### src/rtl/tlat_pkg.sv
`timescale 1ns / 1ps

package tlat_pkg;

  localparam int LINE_MAX_DEF = 64;

  localparam logic [7:0] CH_CR  = 8'h0D;
  localparam logic [7:0] CH_LF  = 8'h0A;
  localparam logic [7:0] CH_TAB = 8'h09;
  localparam logic [7:0] CH_SP  = 8'h20;

  // Whitespace is tab through carriage return, plus space.
  function automatic logic is_blank(input logic [7:0] c);
    return ((c >= CH_TAB) && (c <= CH_CR)) || (c == CH_SP);
  endfunction

endpackage

### src/rtl/tlat_ifs.sv
`timescale 1ns / 1ps

interface tla_in_if;
  logic       valid;
  logic       ready;
  logic [7:0] in_byte;

  modport source (output valid, output in_byte, input ready);
  modport sink (input valid, input in_byte, output ready);
endinterface

interface tla_out_if;
  logic       valid;
  logic       ready;
  logic [7:0] line_byte;
  logic       line_last;

  modport source (output valid, output line_byte, output line_last, input ready);
  modport sink (input valid, input line_byte, input line_last, output ready);
endinterface

### src/rtl/text_line_assembler_trim_top.sv
`timescale 1ns / 1ps

// Line framer with whitespace trim.
// in_ch takes one text byte per item. Carriage returns are dropped; other
// bytes fill a line store of LINE_MAX bytes. A line feed closes the line:
// leading and trailing whitespace is trimmed and the remaining bytes leave
// on out_ch, one per item, with line_last set on the final byte. Empty or
// all-whitespace lines, and lines that overflowed the store, emit nothing.
// Input takes one byte per cycle. The store has two banks, so the next line
// fills while the previous one drains; in_ch stalls only when both banks hold
// lines that have not yet been fully read out.
// After its line feed is accepted, the first byte of a line waits on the
// descriptor FIFO, the back end's run state and the output register; then one byte per
// cycle while out_ch.ready stays high, set by the single read port of the line store.
// When the receiver stalls, the current byte is held in the output register
// and reading pauses; input continues until both banks are taken.
// Reset (rst_n low, synchronous) empties the line and queue state and clears
// discard mode; store contents are left as they are.

module text_line_assembler_trim_top import tlat_pkg::*; #(
  parameter int LINE_MAX = LINE_MAX_DEF,
  localparam int IDX_W  = (LINE_MAX > 1) ? $clog2(LINE_MAX) : 1,
  localparam int ADDR_W = IDX_W + 1,
  localparam int DESC_W = 1 + 2 * IDX_W
) (
  input  logic       clk,
  input  logic       rst_n,
  tla_in_if.sink     in_ch,
  tla_out_if.source  out_ch
);

  logic              wr_en;
  logic [ADDR_W-1:0] wr_addr;
  logic [7:0]        wr_data;
  logic              desc_push;
  logic [DESC_W-1:0] desc_in;
  logic              desc_valid;
  logic [DESC_W-1:0] desc_out;
  logic              desc_pop;
  logic              free_valid;
  logic              free_bank;

  tlat_front #(
    .LINE_MAX (LINE_MAX)
  ) u_front (
    .clk        (clk),
    .rst_n      (rst_n),
    .in_ch      (in_ch),
    .wr_en      (wr_en),
    .wr_addr    (wr_addr),
    .wr_data    (wr_data),
    .desc_push  (desc_push),
    .desc_data  (desc_in),
    .free_valid (free_valid),
    .free_bank  (free_bank)
  );

  tlat_fifo #(
    .W (DESC_W)
  ) u_fifo (
    .clk       (clk),
    .rst_n     (rst_n),
    .push      (desc_push),
    .din       (desc_in),
    .pop       (desc_pop),
    .not_empty (desc_valid),
    .dout      (desc_out)
  );

  tlat_back #(
    .LINE_MAX (LINE_MAX)
  ) u_back (
    .clk        (clk),
    .rst_n      (rst_n),
    .wr_en      (wr_en),
    .wr_addr    (wr_addr),
    .wr_data    (wr_data),
    .desc_valid (desc_valid),
    .desc_data  (desc_out),
    .desc_pop   (desc_pop),
    .free_valid (free_valid),
    .free_bank  (free_bank),
    .out_ch     (out_ch)
  );

endmodule

### src/rtl/tlat_fifo.sv
`timescale 1ns / 1ps

module tlat_fifo #(
  parameter int W = 13
) (
  input  logic         clk,
  input  logic         rst_n,
  input  logic         push,
  input  logic [W-1:0] din,
  input  logic         pop,
  output logic         not_empty,
  output logic [W-1:0] dout
);

  logic [W-1:0] ent_r [2];
  logic         wr_ptr_r, wr_ptr_nxt;
  logic         rd_ptr_r, rd_ptr_nxt;
  logic [1:0]   cnt_r, cnt_nxt;

  assign not_empty = (cnt_r != 2'd0);
  assign dout      = ent_r[rd_ptr_r];

  always_comb begin
    wr_ptr_nxt = wr_ptr_r;
    rd_ptr_nxt = rd_ptr_r;
    cnt_nxt    = cnt_r;
    if (push) begin
      wr_ptr_nxt = ~wr_ptr_r;
    end
    if (pop) begin
      rd_ptr_nxt = ~rd_ptr_r;
    end
    case ({push, pop})
      2'b10:   cnt_nxt = cnt_r + 2'd1;
      2'b01:   cnt_nxt = cnt_r - 2'd1;
      default: cnt_nxt = cnt_r;
    endcase
  end

  always_ff @(posedge clk) begin
    if (!rst_n) begin
      wr_ptr_r <= 1'b0;
      rd_ptr_r <= 1'b0;
      cnt_r    <= 2'd0;
    end else begin
      wr_ptr_r <= wr_ptr_nxt;
      rd_ptr_r <= rd_ptr_nxt;
      cnt_r    <= cnt_nxt;
    end
  end

  always_ff @(posedge clk) begin
    if (push) begin
      ent_r[wr_ptr_r] <= din;
    end
  end

endmodule

### src/rtl/tlat_front.sv
`timescale 1ns / 1ps

module tlat_front import tlat_pkg::*; #(
  parameter int LINE_MAX = LINE_MAX_DEF,
  localparam int IDX_W  = (LINE_MAX > 1) ? $clog2(LINE_MAX) : 1,
  localparam int CNT_W  = $clog2(LINE_MAX + 1),
  localparam int ADDR_W = IDX_W + 1,
  localparam int DESC_W = 1 + 2 * IDX_W
) (
  input  logic              clk,
  input  logic              rst_n,
  tla_in_if.sink            in_ch,
  output logic              wr_en,
  output logic [ADDR_W-1:0] wr_addr,
  output logic [7:0]        wr_data,
  output logic              desc_push,
  output logic [DESC_W-1:0] desc_data,
  input  logic              free_valid,
  input  logic              free_bank
);

  logic [CNT_W-1:0] count_r, count_nxt;
  logic             discard_r, discard_nxt;
  logic             seen_r, seen_nxt;
  logic [IDX_W-1:0] first_r, first_nxt;
  logic [IDX_W-1:0] last_r, last_nxt;
  logic             bank_r, bank_nxt;
  logic [1:0]       busy_r, busy_nxt;
  logic             acc;
  logic [IDX_W-1:0] idx;
  logic             c_blank;

  // A bank is held until the back end has read the last byte of its line.
  assign in_ch.ready = !busy_r[bank_r];
  assign acc         = in_ch.valid && in_ch.ready;
  assign idx         = count_r[IDX_W-1:0];
  assign c_blank     = is_blank(in_ch.in_byte);
  assign wr_addr     = {bank_r, idx};
  assign wr_data     = in_ch.in_byte;
  assign desc_data   = {bank_r, first_r, last_r};

  always_comb begin
    count_nxt   = count_r;
    discard_nxt = discard_r;
    seen_nxt    = seen_r;
    first_nxt   = first_r;
    last_nxt    = last_r;
    bank_nxt    = bank_r;
    wr_en       = 1'b0;
    desc_push   = 1'b0;
    if (acc && (in_ch.in_byte != CH_CR)) begin
      if (in_ch.in_byte == CH_LF) begin
        if (!discard_r && seen_r) begin
          desc_push = 1'b1;
          bank_nxt  = ~bank_r;
        end
        discard_nxt = 1'b0;
        count_nxt   = '0;
        seen_nxt    = 1'b0;
      end else if (!discard_r) begin
        if (count_r < CNT_W'(LINE_MAX)) begin
          wr_en     = 1'b1;
          count_nxt = count_r + 1'b1;
          if (!c_blank) begin
            last_nxt = idx;
            if (!seen_r) begin
              first_nxt = idx;
              seen_nxt  = 1'b1;
            end
          end
        end else begin
          discard_nxt = 1'b1;
          count_nxt   = '0;
          seen_nxt    = 1'b0;
        end
      end
    end
  end

  always_comb begin
    busy_nxt = busy_r;
    if (free_valid) begin
      busy_nxt[free_bank] = 1'b0;
    end
    if (desc_push) begin
      busy_nxt[bank_r] = 1'b1;
    end
  end

  always_ff @(posedge clk) begin
    if (!rst_n) begin
      count_r   <= '0;
      discard_r <= 1'b0;
      seen_r    <= 1'b0;
      bank_r    <= 1'b0;
      busy_r    <= 2'b00;
    end else begin
      count_r   <= count_nxt;
      discard_r <= discard_nxt;
      seen_r    <= seen_nxt;
      bank_r    <= bank_nxt;
      busy_r    <= busy_nxt;
    end
  end

  always_ff @(posedge clk) begin
    first_r <= first_nxt;
    last_r  <= last_nxt;
  end

`ifndef ASSERT_OFF
  a_discard_empty: assert property (@(posedge clk) disable iff (!rst_n)
    discard_r |-> (count_r == '0) && !seen_r)
    else $error("discarding with bytes still counted");

  a_count_range: assert property (@(posedge clk) disable iff (!rst_n)
    count_r <= CNT_W'(LINE_MAX))
    else $error("line count beyond store size");

  a_trim_order: assert property (@(posedge clk) disable iff (!rst_n)
    seen_r |-> (first_r <= last_r) && (count_r > CNT_W'(last_r)))
    else $error("trim bounds out of order");

  a_push_holds_bank: assert property (@(posedge clk) disable iff (!rst_n)
    desc_push |=> busy_r[$past(bank_r)])
    else $error("pushed line bank not marked busy");
`endif

endmodule

### src/rtl/tlat_back.sv
`timescale 1ns / 1ps

module tlat_back import tlat_pkg::*; #(
  parameter int LINE_MAX = LINE_MAX_DEF,
  localparam int IDX_W  = (LINE_MAX > 1) ? $clog2(LINE_MAX) : 1,
  localparam int ADDR_W = IDX_W + 1,
  localparam int DESC_W = 1 + 2 * IDX_W
) (
  input  logic              clk,
  input  logic              rst_n,
  input  logic              wr_en,
  input  logic [ADDR_W-1:0] wr_addr,
  input  logic [7:0]        wr_data,
  input  logic              desc_valid,
  input  logic [DESC_W-1:0] desc_data,
  output logic              desc_pop,
  output logic              free_valid,
  output logic              free_bank,
  tla_out_if.source         out_ch
);

  typedef enum logic [1:0] {
    ST_IDLE = 2'b01,
    ST_RUN  = 2'b10
  } state_t;

  logic [7:0]       mem [0:(2**ADDR_W)-1];
  state_t           state_r, state_nxt;
  logic             bank_r, bank_nxt;
  logic [IDX_W-1:0] ptr_r, ptr_nxt;
  logic [IDX_W-1:0] end_r, end_nxt;
  logic             out_valid_r, out_valid_nxt;
  logic [7:0]       out_byte_r;
  logic             out_last_r;
  logic             issue;
  logic             at_end;

  // The registered read of the line store is the output register itself.
  assign issue  = (state_r == ST_RUN) && (!out_valid_r || out_ch.ready);
  assign at_end = (ptr_r == end_r);

  assign out_ch.valid     = out_valid_r;
  assign out_ch.line_byte = out_byte_r;
  assign out_ch.line_last = out_last_r;

  assign free_valid = issue && at_end;
  assign free_bank  = bank_r;

  always_comb begin
    state_nxt = state_r;
    bank_nxt  = bank_r;
    ptr_nxt   = ptr_r;
    end_nxt   = end_r;
    desc_pop  = 1'b0;
    case (state_r)
      ST_IDLE: begin
        if (desc_valid) begin
          desc_pop  = 1'b1;
          bank_nxt  = desc_data[DESC_W-1];
          ptr_nxt   = desc_data[2*IDX_W-1:IDX_W];
          end_nxt   = desc_data[IDX_W-1:0];
          state_nxt = ST_RUN;
        end
      end
      ST_RUN: begin
        if (issue) begin
          if (at_end) begin
            state_nxt = ST_IDLE;
          end else begin
            ptr_nxt = ptr_r + 1'b1;
          end
        end
      end
      default: state_nxt = ST_IDLE;
    endcase
  end

  always_comb begin
    if (issue) begin
      out_valid_nxt = 1'b1;
    end else if (out_ch.ready) begin
      out_valid_nxt = 1'b0;
    end else begin
      out_valid_nxt = out_valid_r;
    end
  end

  always_ff @(posedge clk) begin
    if (!rst_n) begin
      state_r     <= ST_IDLE;
      out_valid_r <= 1'b0;
    end else begin
      state_r     <= state_nxt;
      out_valid_r <= out_valid_nxt;
    end
  end

  always_ff @(posedge clk) begin
    bank_r <= bank_nxt;
    ptr_r  <= ptr_nxt;
    end_r  <= end_nxt;
  end

  always_ff @(posedge clk) begin
    if (wr_en) begin
      mem[wr_addr] <= wr_data;
    end
    if (issue) begin
      out_byte_r <= mem[{bank_r, ptr_r}];
      out_last_r <= at_end;
    end
  end

`ifndef ASSERT_OFF
  a_ptr_bound: assert property (@(posedge clk) disable iff (!rst_n)
    (state_r == ST_RUN) |-> (ptr_r <= end_r))
    else $error("read pointer passed end of line");

  a_free_last: assert property (@(posedge clk) disable iff (!rst_n)
    free_valid |=> out_valid_r && out_last_r)
    else $error("bank freed without last byte presented");

  a_idle_tail: assert property (@(posedge clk) disable iff (!rst_n)
    (state_r == ST_IDLE) |-> (!out_valid_r || out_last_r))
    else $error("idle while a line is half emitted");
`endif

endmodule

### src/flat_wrapper.sv
// flat-port wrapper written by rule: the top's interface ports become plain ports
module text_line_assembler_trim_top_flat import tlat_pkg::*;
#(
  parameter int LINE_MAX = LINE_MAX_DEF,
  localparam int IDX_W  = (LINE_MAX > 1) ? $clog2(LINE_MAX) : 1,
  localparam int ADDR_W = IDX_W + 1,
  localparam int DESC_W = 1 + 2 * IDX_W
)
  (clk, rst_n, in_ch_valid, in_ch_in_byte, in_ch_ready, out_ch_valid, out_ch_line_byte, out_ch_line_last, out_ch_ready);
  tla_in_if in_ch_i ();
  tla_out_if out_ch_i ();
  input  logic clk;
  input  logic rst_n;
  input wire logic [$bits(in_ch_i.valid)-1:0] in_ch_valid;
  input wire logic [$bits(in_ch_i.in_byte)-1:0] in_ch_in_byte;
  output wire logic [$bits(in_ch_i.ready)-1:0] in_ch_ready;
  output wire logic [$bits(out_ch_i.valid)-1:0] out_ch_valid;
  output wire logic [$bits(out_ch_i.line_byte)-1:0] out_ch_line_byte;
  output wire logic [$bits(out_ch_i.line_last)-1:0] out_ch_line_last;
  input wire logic [$bits(out_ch_i.ready)-1:0] out_ch_ready;
  assign in_ch_i.valid = in_ch_valid;
  assign in_ch_i.in_byte = in_ch_in_byte;
  assign in_ch_ready = in_ch_i.ready;
  assign out_ch_valid = out_ch_i.valid;
  assign out_ch_line_byte = out_ch_i.line_byte;
  assign out_ch_line_last = out_ch_i.line_last;
  assign out_ch_i.ready = out_ch_ready;
  text_line_assembler_trim_top #(.LINE_MAX(LINE_MAX)) u_core (.clk(clk), .rst_n(rst_n), .in_ch(in_ch_i), .out_ch(out_ch_i));
endmodule
### config.mk
export PLATFORM = sky130hd
export DESIGN_NAME = text_line_assembler_trim_top_flat
export DESIGN_NICKNAME = d
export VERILOG_FILES = /design/src/rtl/tlat_pkg.sv /design/src/rtl/tlat_ifs.sv /design/src/rtl/text_line_assembler_trim_top.sv /design/src/rtl/tlat_fifo.sv /design/src/rtl/tlat_front.sv /design/src/rtl/tlat_back.sv /design/src/flat_wrapper.sv
export SDC_FILE = /design/constraint.sdc
export NUM_CORES = 1
export LEC_CHECK = 0
export BUFFER_PORTS_ARGS = -buffer_cell sky130_fd_sc_hd__buf_4
export CAP_MARGIN = 40
export CELL_PAD_IN_SITES_DETAIL_PLACEMENT = 1
export CELL_PAD_IN_SITES_GLOBAL_PLACEMENT = 1
export CORE_MARGIN = 2
export CORE_UTILIZATION = 50
export CTS_CLUSTER_DIAMETER = 120
export DETAILED_ROUTE_END_ITERATION = 8
export GPL_TIMING_DRIVEN = 0
export PLACE_DENSITY = 0.74
export SETUP_SLACK_MARGIN = 0.1
export SYNTH_ARGS = -nofsm -noshare
export SYNTH_HDL_FRONTEND = slang
export SYNTH_SLANG_ARGS = --single-unit
### constraint.sdc
create_clock -name clk -period 5.9 [get_ports clk]
set_clock_uncertainty 0.2 [all_clocks]
set_input_delay 0.885 -clock clk [delete_from_list [all_inputs] [get_ports clk]]
set_output_delay 0.885 -clock clk [all_outputs]
set_load 0.1 [all_outputs]
==> results of run 1 <==
-- registers in the layout, summed over array words and instances, names as in the netlist, 6 cells and up, named ones only --
| signal | cells |
|---|---|
| u_core.u_back.end_r | 6 |
| u_core.u_back.mem | 1024 |
| u_core.u_back.out_ch.line_byte | 8 |
| u_core.u_back.ptr_r | 6 |
| u_core.u_fifo.ent_r | 26 |
| u_core.u_front.count_r | 7 |
| u_core.u_front.first_r | 6 |
| u_core.u_front.last_r | 6 |
-- kinds of logic after synthesis --
family / after synthesis
xor gates and xnor gates: 15
buffers and inverters: 162
adders and majority gates: 3
AOI/OAI and AO/OA: 272
DFF: 1104
and+or+nand+nor: 274
muxes: 406
-- routing by layer --
metal | vias to the layer above | track usage
li1 | 9476 | -
met1 | 12300 | 0.370
met2 | 1143 | 0.446
met3 | 265 | 0.0548
met4 | 2 | 0.113
met5 | - | 0
-- Yosys cell counts (12+ instances only) --
cell,instances,area share
a211o_1,48,0.0097
a211oi_1,17,0.0030
a21oi_1,28,0.0032
a221o_1,16,0.0037
and2_1,12,0.0017
buf_1,14,0.0012
buf_2,36,0.0042
buf_4,15,0.0026
clkbuf_1,70,0.0061
dfxtp_1,20,0.0093
edfxtp_1,1084,0.75
inv_1,27,0.0024
mux2_2,16,0.0042
mux2i_1,237,0.055
mux4_2,152,0.079
nand2_1,29,0.0025
nor2_1,176,0.015
o211ai_1,13,0.0023
o21ai_0,22,0.0026
o221ai_1,37,0.0075
o22ai_1,49,0.0071
-- report_power, final --
part / internal, mW / switching [mW]
Combinational: 0.198 / 0.462
Sequential: 8.63 / 0.0110
Clock: 3.76 / 2.94
-- cells in the final DEF (no fill, tap or decap), drive strengths merged, types with 5 or more instances in the layout --
cell,synthesis,layout
edfxtp,1084,1084
nand2,30,30
o211ai,13,13
mux2,16,16
a22oi,8,8
o221ai,37,37
clkinvlp,0,5
clkbuf,70,210
o22ai,49,49
inv,27,29
nor2b,10,10
buf,65,117
a21oi,28,28
nand4,7,7
mux4,152,152
nand4b,6,6
mux2i,238,238
and2,12,12
a221oi,8,8
bufinv,0,7
o2111ai,8,8
nand3,11,11
dfxtp,20,20
a221o,16,16
xnor2,11,11
o21ai,22,22
nor2,176,176
clkinv,0,47
a211oi,17,17
a211o,48,48
-- stage by stage --
stage	power [mW]	cell area (sq um)	util	instances
floorplan	9.10	43100	-	2236
global placement	9.40	44700	0.524	3402
detailed placement	9.46	45200	0.530	3429
CTS	16.0	48600	0.570	3630
global route	16.3	48600	0.570	3633
finish	16.0	48600	0.570	3634
-- layout make-up --
class | instances | area share
plain buffers | 135 | 0.0125
diodes | 1 | 0.0000515
clock inverters | 61 | 0.0102
repair buffers | 52 | 0.0133
clock buffers | 140 | 0.0596
well taps | 1144 | 0.0294
multi-input cells | 970 | 0.195
flip-flops and latches | 1104 | 0.678
inverters | 27 | 0.00209
-- worst reg2reg max path: stages (launching register included) --
cell and delay (ns):
edfxtp_1 0.35, clkbuf_1 0.33, clkbuf_1 0.77, clkbuf_1 0.74, mux4_2 0.46, mux2i_1 0.47, o21ai_0 0.26, o211ai_1 0.48
o2111ai_1 0.19
-- worst min path at each step --
stage / endpoint
2_1_floorplan: u_core.u_fifo.ent_r[0][12]$_DFFE_PP_
3_3_place_gp: u_core.u_fifo.ent_r[0][1]$_DFFE_PP_
3_5_place_dp: u_core.u_front.first_r[5]$_DFFE_PP_
4_1_cts: u_core.u_fifo.ent_r[0][7]$_DFFE_PP_
5_1_grt: u_core.u_fifo.ent_r[0][0]$_DFFE_PP_
6_report: u_core.u_fifo.ent_r[1][7]$_DFFE_PP_
==> impl_metrics.ini, run 1 <==
[global_route]
grt_max_degree = 87
overflow = 0
grt_pass1_vias = 24000
antenna_found_initial = 2
track_usage = 0.276
grt_pass1_wl_um = 174000

[final_layout]
drive_above_1_share = 0.172
multi_input_area_sq_um = 9470
num-nets-final = 2415
syn_to_final_growth_pct = 12.7
seq_area_sq_um = 33000
fillers = 7394

[worst_setup_path]
cpMostUsedCell = buf_4
endpoint = u_core.u_back.mem[51][4]$_DFFE_PP_
r2r-end = u_core.u_back.out_ch.line_byte[6]$_DFFE_PP_
cp_slowest_cell = nor2_1
cp.depth = 9
worst-setup-path-type = in2reg
crit_chain = buf_4 > buf_16 > or3b_1 > a211oi_1 > nor4_2 > buf_4 > nand4b_2 > buf_2 > nor2_1
regToRegSetupSlack_ns = 1.36
endpoint_kind = flip-flop
start_kind = input port
crit_start = in_ch_in_byte[0]
cp_top_family = simple AND/OR/NAND/NOR gates
critPathArrivalTime_ns = 4.90
reg2reg_depth = 8
critical_path.max_stage_delay_ns = 0.77
crit_fanout = 77
worstPathRequired_ns = 5.99
timing.critical_path.buf_inv = 4
reg2reg_from = u_core.u_back.ptr_r[1]$_DFFE_PP_

[placement]
numPortBuffers = 22
dp_hpwl_um = 81800
pre_cts_ws_ns = 0.501
gp_congestion = 0.951

[logic_synthesis]
ys_ff_latch = 1104
yosys.area_share.simple = 0.0293
synthCells = 2236
yosysSeqAreaShare = 0.764
synth_compound_area_frac = 0.0473
async_flop_share = 0
yosysWarnings = 0
synth_adder_area_share = 0.000870
synthMuxAreaShare = 0.139
synth_edf_count = 1084
synth_top_family_by_area = multiplexers
synth_fp_nets = 2251
synth_ff_type = edfxtp_1
synth_xor_area_frac = 0.00305
ys_types = 59
synth_area_sq_um = 43100
avgSynthCellArea_sq_um = 19.3

[routing]
drtIter0Drc = 2930
vias = 23200
wl_met2_um = 58800
wl_met3_um = 10600
dr.pass1.iters = 6
highest-signal-layer = met5
drt.antenna.violating_nets = 0
drc = 0
wl_met1_um = 47400
viasPerCell = 6.38
wl_um = 122000
wl_per_cell_um = 33.6

[worst_hold_path]
hp-class = reg2reg
hp-start = u_core.u_front.first_r[1]$_DFFE_PP_
min_path_cells = 0

[sta]
final_hold_viol_count = 0
setup_viol = 0
rsz0062_at_grt = no
fin_setup_tns_ns = 0
timing.fmax_mhz = 208
tightest_slew_ns = 0.964
setup_slack_ns = 1.09
finalCritPeriodShare = 0.816
drv_slew = 0
maxSlewHeadroom = 0.358
hold_ws_ns = 0.245
final.min_clock_period_ns = 4.81

[power]
power.density_nw_per_um2 = 329
max-vdd-ir-drop_mv = 0.290
p_leak_nw = 15.8

[floorplanning]
num_io_pins = 23
row_count = 107
start_util = 0.506
fp.dieArea_sq_um = 88600
die_h_um = 298
fp.dieW_um = 298
coreArea_sq_um = 85300

[cts]
insertion_delay_ns = 0.70
post_cts_resized = 0
cts_setup_buffers = 0
root_buffer = clkbuf_16
cts.sinks = 1104
cts_hold_buf = 0
cts_tree = done
cts_max_level = 3
cts_made_buffers = 110
clk_pin_slew_ns = 0.06
cts_max_path_buffers = 3

[run]
maxCapViolations = 0

[outcome]
status = finished, final reports clean
Note: power is estimated with default switching activity, not from simulation.
==> run 2, diff against run 1 <==
Settings changed: PLACE_DENSITY 0.74 to 0.77.
Clock period 5.9 ns to 4.25 ns, I/O delays scaled along.
==> run 2 against run 1 <==
  * Worst hold slack got worse by 0.17 ns
  * Wire length rose by 1.7%
  * Sequential share of layout area fell by 0.42 points
  * Die area did not move
  * Flip-flop and latch count did not move
  * Final area rose by 0.63%
  * Clock power rose by 37%
  * Sequential power rose by 39%
  * Global-route usage rose by 0.67 points
  * Final cell count barely moved
  * Critical path depth fell by 1
  * Utilization rose by 0.36 points
  * Critical endpoint is now u_core.u_back.mem[41][3]$_DFFE_PP_
  * Largest cell class unchanged
  * Largest power group unchanged
==> impl_metrics.ini, run 2 (synthesized netlist as in run 1, its figures left out) <==
[outcome]
status = finished, final reports clean

[placement]
numPortBuffers = 22
dp_hpwl_um = 83200
pre_cts_ws_ns = -0.898
gp_congestion = 0.945
dp.cells = 3429

[worst_setup_path]
cp.depth = 8
crit_chain = buf_2 > mux2i_2 > nand2_4 > nor4_2 > nand3_1 > buf_8 > clkbuf_1 > nor2_1
critPathArrivalTime_ns = 4.32
worstPathRequired_ns = 4.35
regToRegSetupSlack_ns = 0.03
crit_start = u_core.u_front.bank_r$_SDFFE_PN0P_
start_kind = flip-flop
r2r-end = u_core.u_back.mem[41][3]$_DFFE_PP_
crit_fanout = 9
critical_path.max_stage_delay_ns = 0.71
endpoint_kind = flip-flop
cp_top_family = simple AND/OR/NAND/NOR gates
worst-setup-path-type = reg2reg
endpoint = u_core.u_back.mem[41][3]$_DFFE_PP_
timing.critical_path.buf_inv = 3
cp_slowest_cell = nor2_1
reg2reg_depth = 8
reg2reg_from = u_core.u_front.bank_r$_SDFFE_PN0P_

[cts]
cts_max_path_buffers = 3
cts_tree = done
clk_pin_slew_ns = 0.06
cts.sinks = 1104
insertion_delay_ns = 0.69
cts_made_buffers = 109
cts_max_level = 3
root_buffer = clkbuf_16

[global_route]
grt_max_degree = 89
grt_pass1_vias = 24500
overflow = 0
track_usage = 0.283
antenna_found_initial = 4
grt_pass1_wl_um = 179000

[routing]
vias = 23600
drc = 0
wl_met3_um = 11800
dr.pass1.iters = 5
highest-signal-layer = met5
drtIter0Drc = 3096
drt.antenna.violating_nets = 0
wl_met1_um = 46500
wl_met2_um = 60700
wl_per_cell_um = 34.2
viasPerCell = 6.50
wl_um = 124000

[sta]
maxSlewHeadroom = 0.351
final_hold_viol_count = 0
final.min_clock_period_ns = 4.22
timing.fmax_mhz = 237
tightest_slew_ns = 0.971
setup_viol = 0
rsz0062_at_grt = yes
finalCritPeriodShare = 0.993
drv_slew = 0
hold_ws_ns = 0.0755
setup_slack_ns = 0.0314

[power]
p_leak_nw = 15.8
p_int_mw = 17.4
max-vdd-ir-drop_mv = 0.398
power.density_nw_per_um2 = 453
pwr-share-comb = 0.042
clkPwrFrac = 0.416
switching_share = 0.215
switching_power_mw = 4.77
seqPwrFrac = 0.542

[final_layout]
layout_common_cells = 1084 x edfxtp_1, 237 x mux2i_1, 152 x mux4_2
largest_reg_flops = 1024
num-nets-final = 2414
top_register = u_core.u_back.mem
drive_above_1_share = 0.206
syn_to_final_growth_pct = 13.4
final_cells = 3631
mostFrequentLayoutCell = edfxtp_1
fin_util = 0.574

[floorplanning]
die_h_um = 298
fp.dieW_um = 298
fp.dieArea_sq_um = 88600
row_count = 107
num_io_pins = 23
coreArea_sq_um = 85300
start_util = 0.506

[run]
maxCapViolations = 0

[worst_hold_path]
hp-class = in2reg
[run 2: changes by cell type in the layout (fill, tap and decap cells not counted), moves of 2 or more]
cell | previous run | this run
buf_12 | 1 | 3
buf_4 | 42 | 45
buf_8 | 11 | 8
clkbuf_1 | 98 | 84
clkbuf_2 | 0 | 4
clkinv_2 | 17 | 23
clkinvlp_4 | 5 | 3
nor2_1 | 176 | 103
nor2_2 | 0 | 46
nor2_4 | 0 | 27
[run 2: how the worst min path moves through the flow]
stage	start	to	slack [ns]	cells after the start
after global placement	u_core.u_front.last_r[1]$_DFFE_PP_	u_core.u_fifo.ent_r[0][1]$_DFFE_PP_	0.22	0
after floorplan	u_core.u_front.bank_r$_SDFFE_PN0P_	u_core.u_fifo.ent_r[0][12]$_DFFE_PP_	0.22	0
final	rst_n	u_core.u_front.count_r[0]$_SDFFE_PN0P_	0.08	3
after CTS	rst_n	u_core.u_front.count_r[0]$_SDFFE_PN0P_	0.03	3
after global routing	rst_n	u_core.u_front.count_r[0]$_SDFFE_PN0P_	0.06	3
after detailed placement	u_core.u_front.last_r[3]$_DFFE_PP_	u_core.u_fifo.ent_r[0][3]$_DFFE_PP_	0.24	0
[run 2: cell type report]
| cell class | instances | area [sq um] |
|---|---|---|
| Fill cell | 7386 | 36400 |
| Sequential cell | 1104 | 33000 |
| Multi-Input combinational cell | 970 | 9800 |
| Clock buffer | 129 | 2820 |
| Tap cell | 1144 | 1430 |
| Timing Repair Buffer | 52 | 634 |
| Buffer | 135 | 619 |
| Clock inverter | 68 | 548 |
| Inverter | 27 | 101 |
| Antenna cell | 2 | 5.00 |
[run 2: timing repair]
action                                  CTS  global route
setup buffers                             0             2
hold buffers                              0             0
pin swaps                                 0             1
endpoints found under the setup margin  370           640
hold endpoints to repair                  0             0
resized for setup                        44            68
[run 2: power by group through the flow]
stage	Combinational, mW	Sequential, mW	Clock [mW]
finish	0.926	12.0	9.21
CTS	0.902	12.0	9.27
global placement	0.818	12.2	0
floorplan	0.412	12.2	0
global route	0.957	12.0	9.64
detailed placement	0.895	12.2	0
[run 2: metal layers]
metal  vias to the layer above  global-route usage
li1                       9472                   -
met1                     12500               0.375
met2                      1404               0.455
met3                       262              0.0624
met4                         2               0.118
met5                         -                   0
[run 2: worst register-to-register path, stage by stage (launching register included)]
cell and delay (ns):
dfxtp_1 0.38, buf_2 0.28, mux2i_2 0.47, nand2_4 0.15
nor4_2 0.51, nand3_1 0.53, buf_8 0.33, clkbuf_1 0.26
nor2_1 0.71
[run 2: metrics by stage]
| stage | total power [mW] | instance area (sq um) | setup TNS, ns |
|---|---|---|---|
| after detailed placement | 13.1 | 45200 | -460.53 |
| after global routing | 22.6 | 48900 | -2.41 |
| final | 22.1 | 48900 | 0 |
| after floorplan | 12.6 | 43100 | 0 |
| after CTS | 22.2 | 48600 | -2.75 |
| after global placement | 13.1 | 44700 | -781.17 |
==> run 3, diff against run 2 <==
Settings changed: CELL_PAD_IN_SITES_DETAIL_PLACEMENT 1 to not set, CELL_PAD_IN_SITES_GLOBAL_PLACEMENT 1 to not set, PLACE_DENSITY 0.77 to 0.7.
==> run 3 against run 2 <==
  * Final cell count decreased by 0.36%
  * First-iteration DRC count is 9.4% lower
  * Via count fell by 3.8%
  * Register-to-register slack gained 0.08 ns
  * Sequential share of layout area up 0.47 points
  * Setup slack gained 0.076 ns
  * Power shrank 1.4%
  * Largest power group unchanged
  * Count of clock-buffer cells in the layout shrank 4
==> impl_metrics.ini, run 3 (synthesized netlist as in run 1, its figures left out) <==
[outcome]
status = finished, final reports clean

[global_route]
overflow = 0
grt_max_degree = 86
grt_pass1_vias = 22500
grt_pass1_wl_um = 157000
track_usage = 0.247
antenna_found_initial = 0

[worst_setup_path]
endpoint_kind = flip-flop
r2r-end = u_core.u_back.out_ch.line_byte[4]$_DFFE_PP_
crit_fanout = 10
regToRegSetupSlack_ns = 0.11
cp_slowest_cell = nand3_1
start_kind = flip-flop
critical_path.max_stage_delay_ns = 0.70
critPathArrivalTime_ns = 4.31
crit_chain = clkbuf_1 > nand3_1 > clkbuf_1 > o22ai_1 > a211o_1 > o221ai_1 > o2111ai_1
cpMostUsedCell = clkbuf_1
reg2reg_from = u_core.u_back.ptr_r[2]$_DFFE_PP_
crit_start = u_core.u_back.ptr_r[2]$_DFFE_PP_
reg2reg_depth = 7
worst-setup-path-type = reg2reg
worstPathRequired_ns = 4.42

[cts]
cts_tree = done
cts.sinks = 1104
root_buffer = clkbuf_16
cts_max_path_buffers = 3
cts_hold_buf = 0
cts_max_level = 3
cts_setup_buffers = 0
insertion_delay_ns = 0.69
cts_made_buffers = 105
clk_pin_slew_ns = 0.06

[worst_hold_path]
min_path_cells = 3
min_to = u_core.u_front.seen_r$_SDFFE_PN0P_
hp-class = in2reg
hp-start = rst_n

[routing]
wl_um = 110000
vias = 22700
viasPerCell = 6.28
drc = 0
dr.pass1.iters = 6
wl_per_cell_um = 30.4
drtIter0Drc = 2806
drt.antenna.violating_nets = 0

[floorplanning]
die_h_um = 298
num_io_pins = 23
coreArea_sq_um = 85300
fp.dieArea_sq_um = 88600
row_count = 107
fp.dieW_um = 298
start_util = 0.506

[sta]
drv_slew = 0
finalCritPeriodShare = 0.975
fin_setup_tns_ns = 0
final.min_clock_period_ns = 4.14
hold_ws_ns = 0.0794
final_hold_viol_count = 0
timing.fmax_mhz = 241
tightest_slew_ns = 1.02
setup_viol = 0
rsz0062_at_grt = yes
setup_slack_ns = 0.107
maxSlewHeadroom = 0.319

[power]
power.density_nw_per_um2 = 449
max-vdd-ir-drop_mv = 0.351
p_leak_nw = 15.7
total_power_mw = 21.8

[final_layout]
num-nets-final = 2405
drive_above_1_share = 0.195
design_area_sq_um = 48600
largest_reg_flops = 1024
syn_to_final_growth_pct = 12.6
top_register = u_core.u_back.mem
antenna_cells = 0
layout_common_cells = 1084 x edfxtp_1, 237 x mux2i_1, 152 x mux4_2
mostFrequentLayoutCell = edfxtp_1

[placement]
dp_hpwl_um = 74500
pre_cts_ws_ns = -0.853
gp_congestion = 0.956
dpl_cell_area_sq_um = 45200
numPortBuffers = 22

[run]
maxCapViolations = 0
## run 3: cell types whose count changed in the layout (fill, tap and decap cells not counted), sizes merged
cell and change:
clkinv -7, buf -6, clkinvlp +4, clkbuf -3
diode -2, bufinv +1
## run 3: area by class of cell
class / instances / area [sq um]
Buffer: 135 / 609
Tap cell: 1144 / 1430
Fill cell: 6232 / 36700
Inverter: 27 / 101
Multi-Input combinational cell: 970 / 9610
Clock inverter: 66 / 554
Clock buffer: 125 / 2710
Timing Repair Buffer: 47 / 601
Sequential cell: 1104 / 33000
## run 3: repair_timing
item	in CTS	in global routing
endpoints found under the hold margin	0	0
endpoints found under the setup margin	136	432
resized for setup	11	46
## run 3: where the power goes
part	leakage (nW)	internal, mW	switching (mW)
clock network	1.59	4.98	3.95
registers	9.92	12.0	0.0143
logic	4.22	0.276	0.614
## run 3: per-stage QoR
stage,utilization,cells
2_1_floorplan,-,2236
3_3_place_gp,0.524,3402
3_5_place_dp,0.530,3427
4_1_cts,0.568,3618
5_1_grt,0.570,3618
6_report,0.570,3618
## run 3: worst max-delay path, delay by kind of cell, from the launching register on
| family | cells | cell delay [ns] |
|---|---|---|
| buffers and inverters | 2 | 1.13 |
| and+or+nand+nor | 1 | 0.70 |
| DFF | 1 | 0.51 |
| AOI/OAI and AO/OA | 4 | 1.28 |
## run 3: how the worst max path moves through the flow
stage,endpoint,slack [ns],depth (start not counted)
floorplan,u_core.u_back.mem[51][0]$_DFFE_PP_,0.44,8
global placement,u_core.u_back.mem[54][4]$_DFFE_PP_,-1.33,7
detailed placement,u_core.u_back.mem[51][3]$_DFFE_PP_,-0.85,9
CTS,u_core.u_back.mem[35][2]$_DFFE_PP_,-0.06,8
finish,u_core.u_back.out_ch.line_byte[4]$_DFFE_PP_,0.11,7
global route,u_core.u_back.mem[85][7]$_DFFE_PP_,0.08,10
## run 3: routing by layer
metal | up-vias | global-route usage | part of all wire
li1 | 9441 | - | -
met1 | 11800 | 0.330 | 0.38
met2 | 1265 | 0.389 | 0.47
met3 | 247 | 0.0586 | 0.10
met4 | 0 | 0.114 | 0.048
met5 | - | 0 | 0
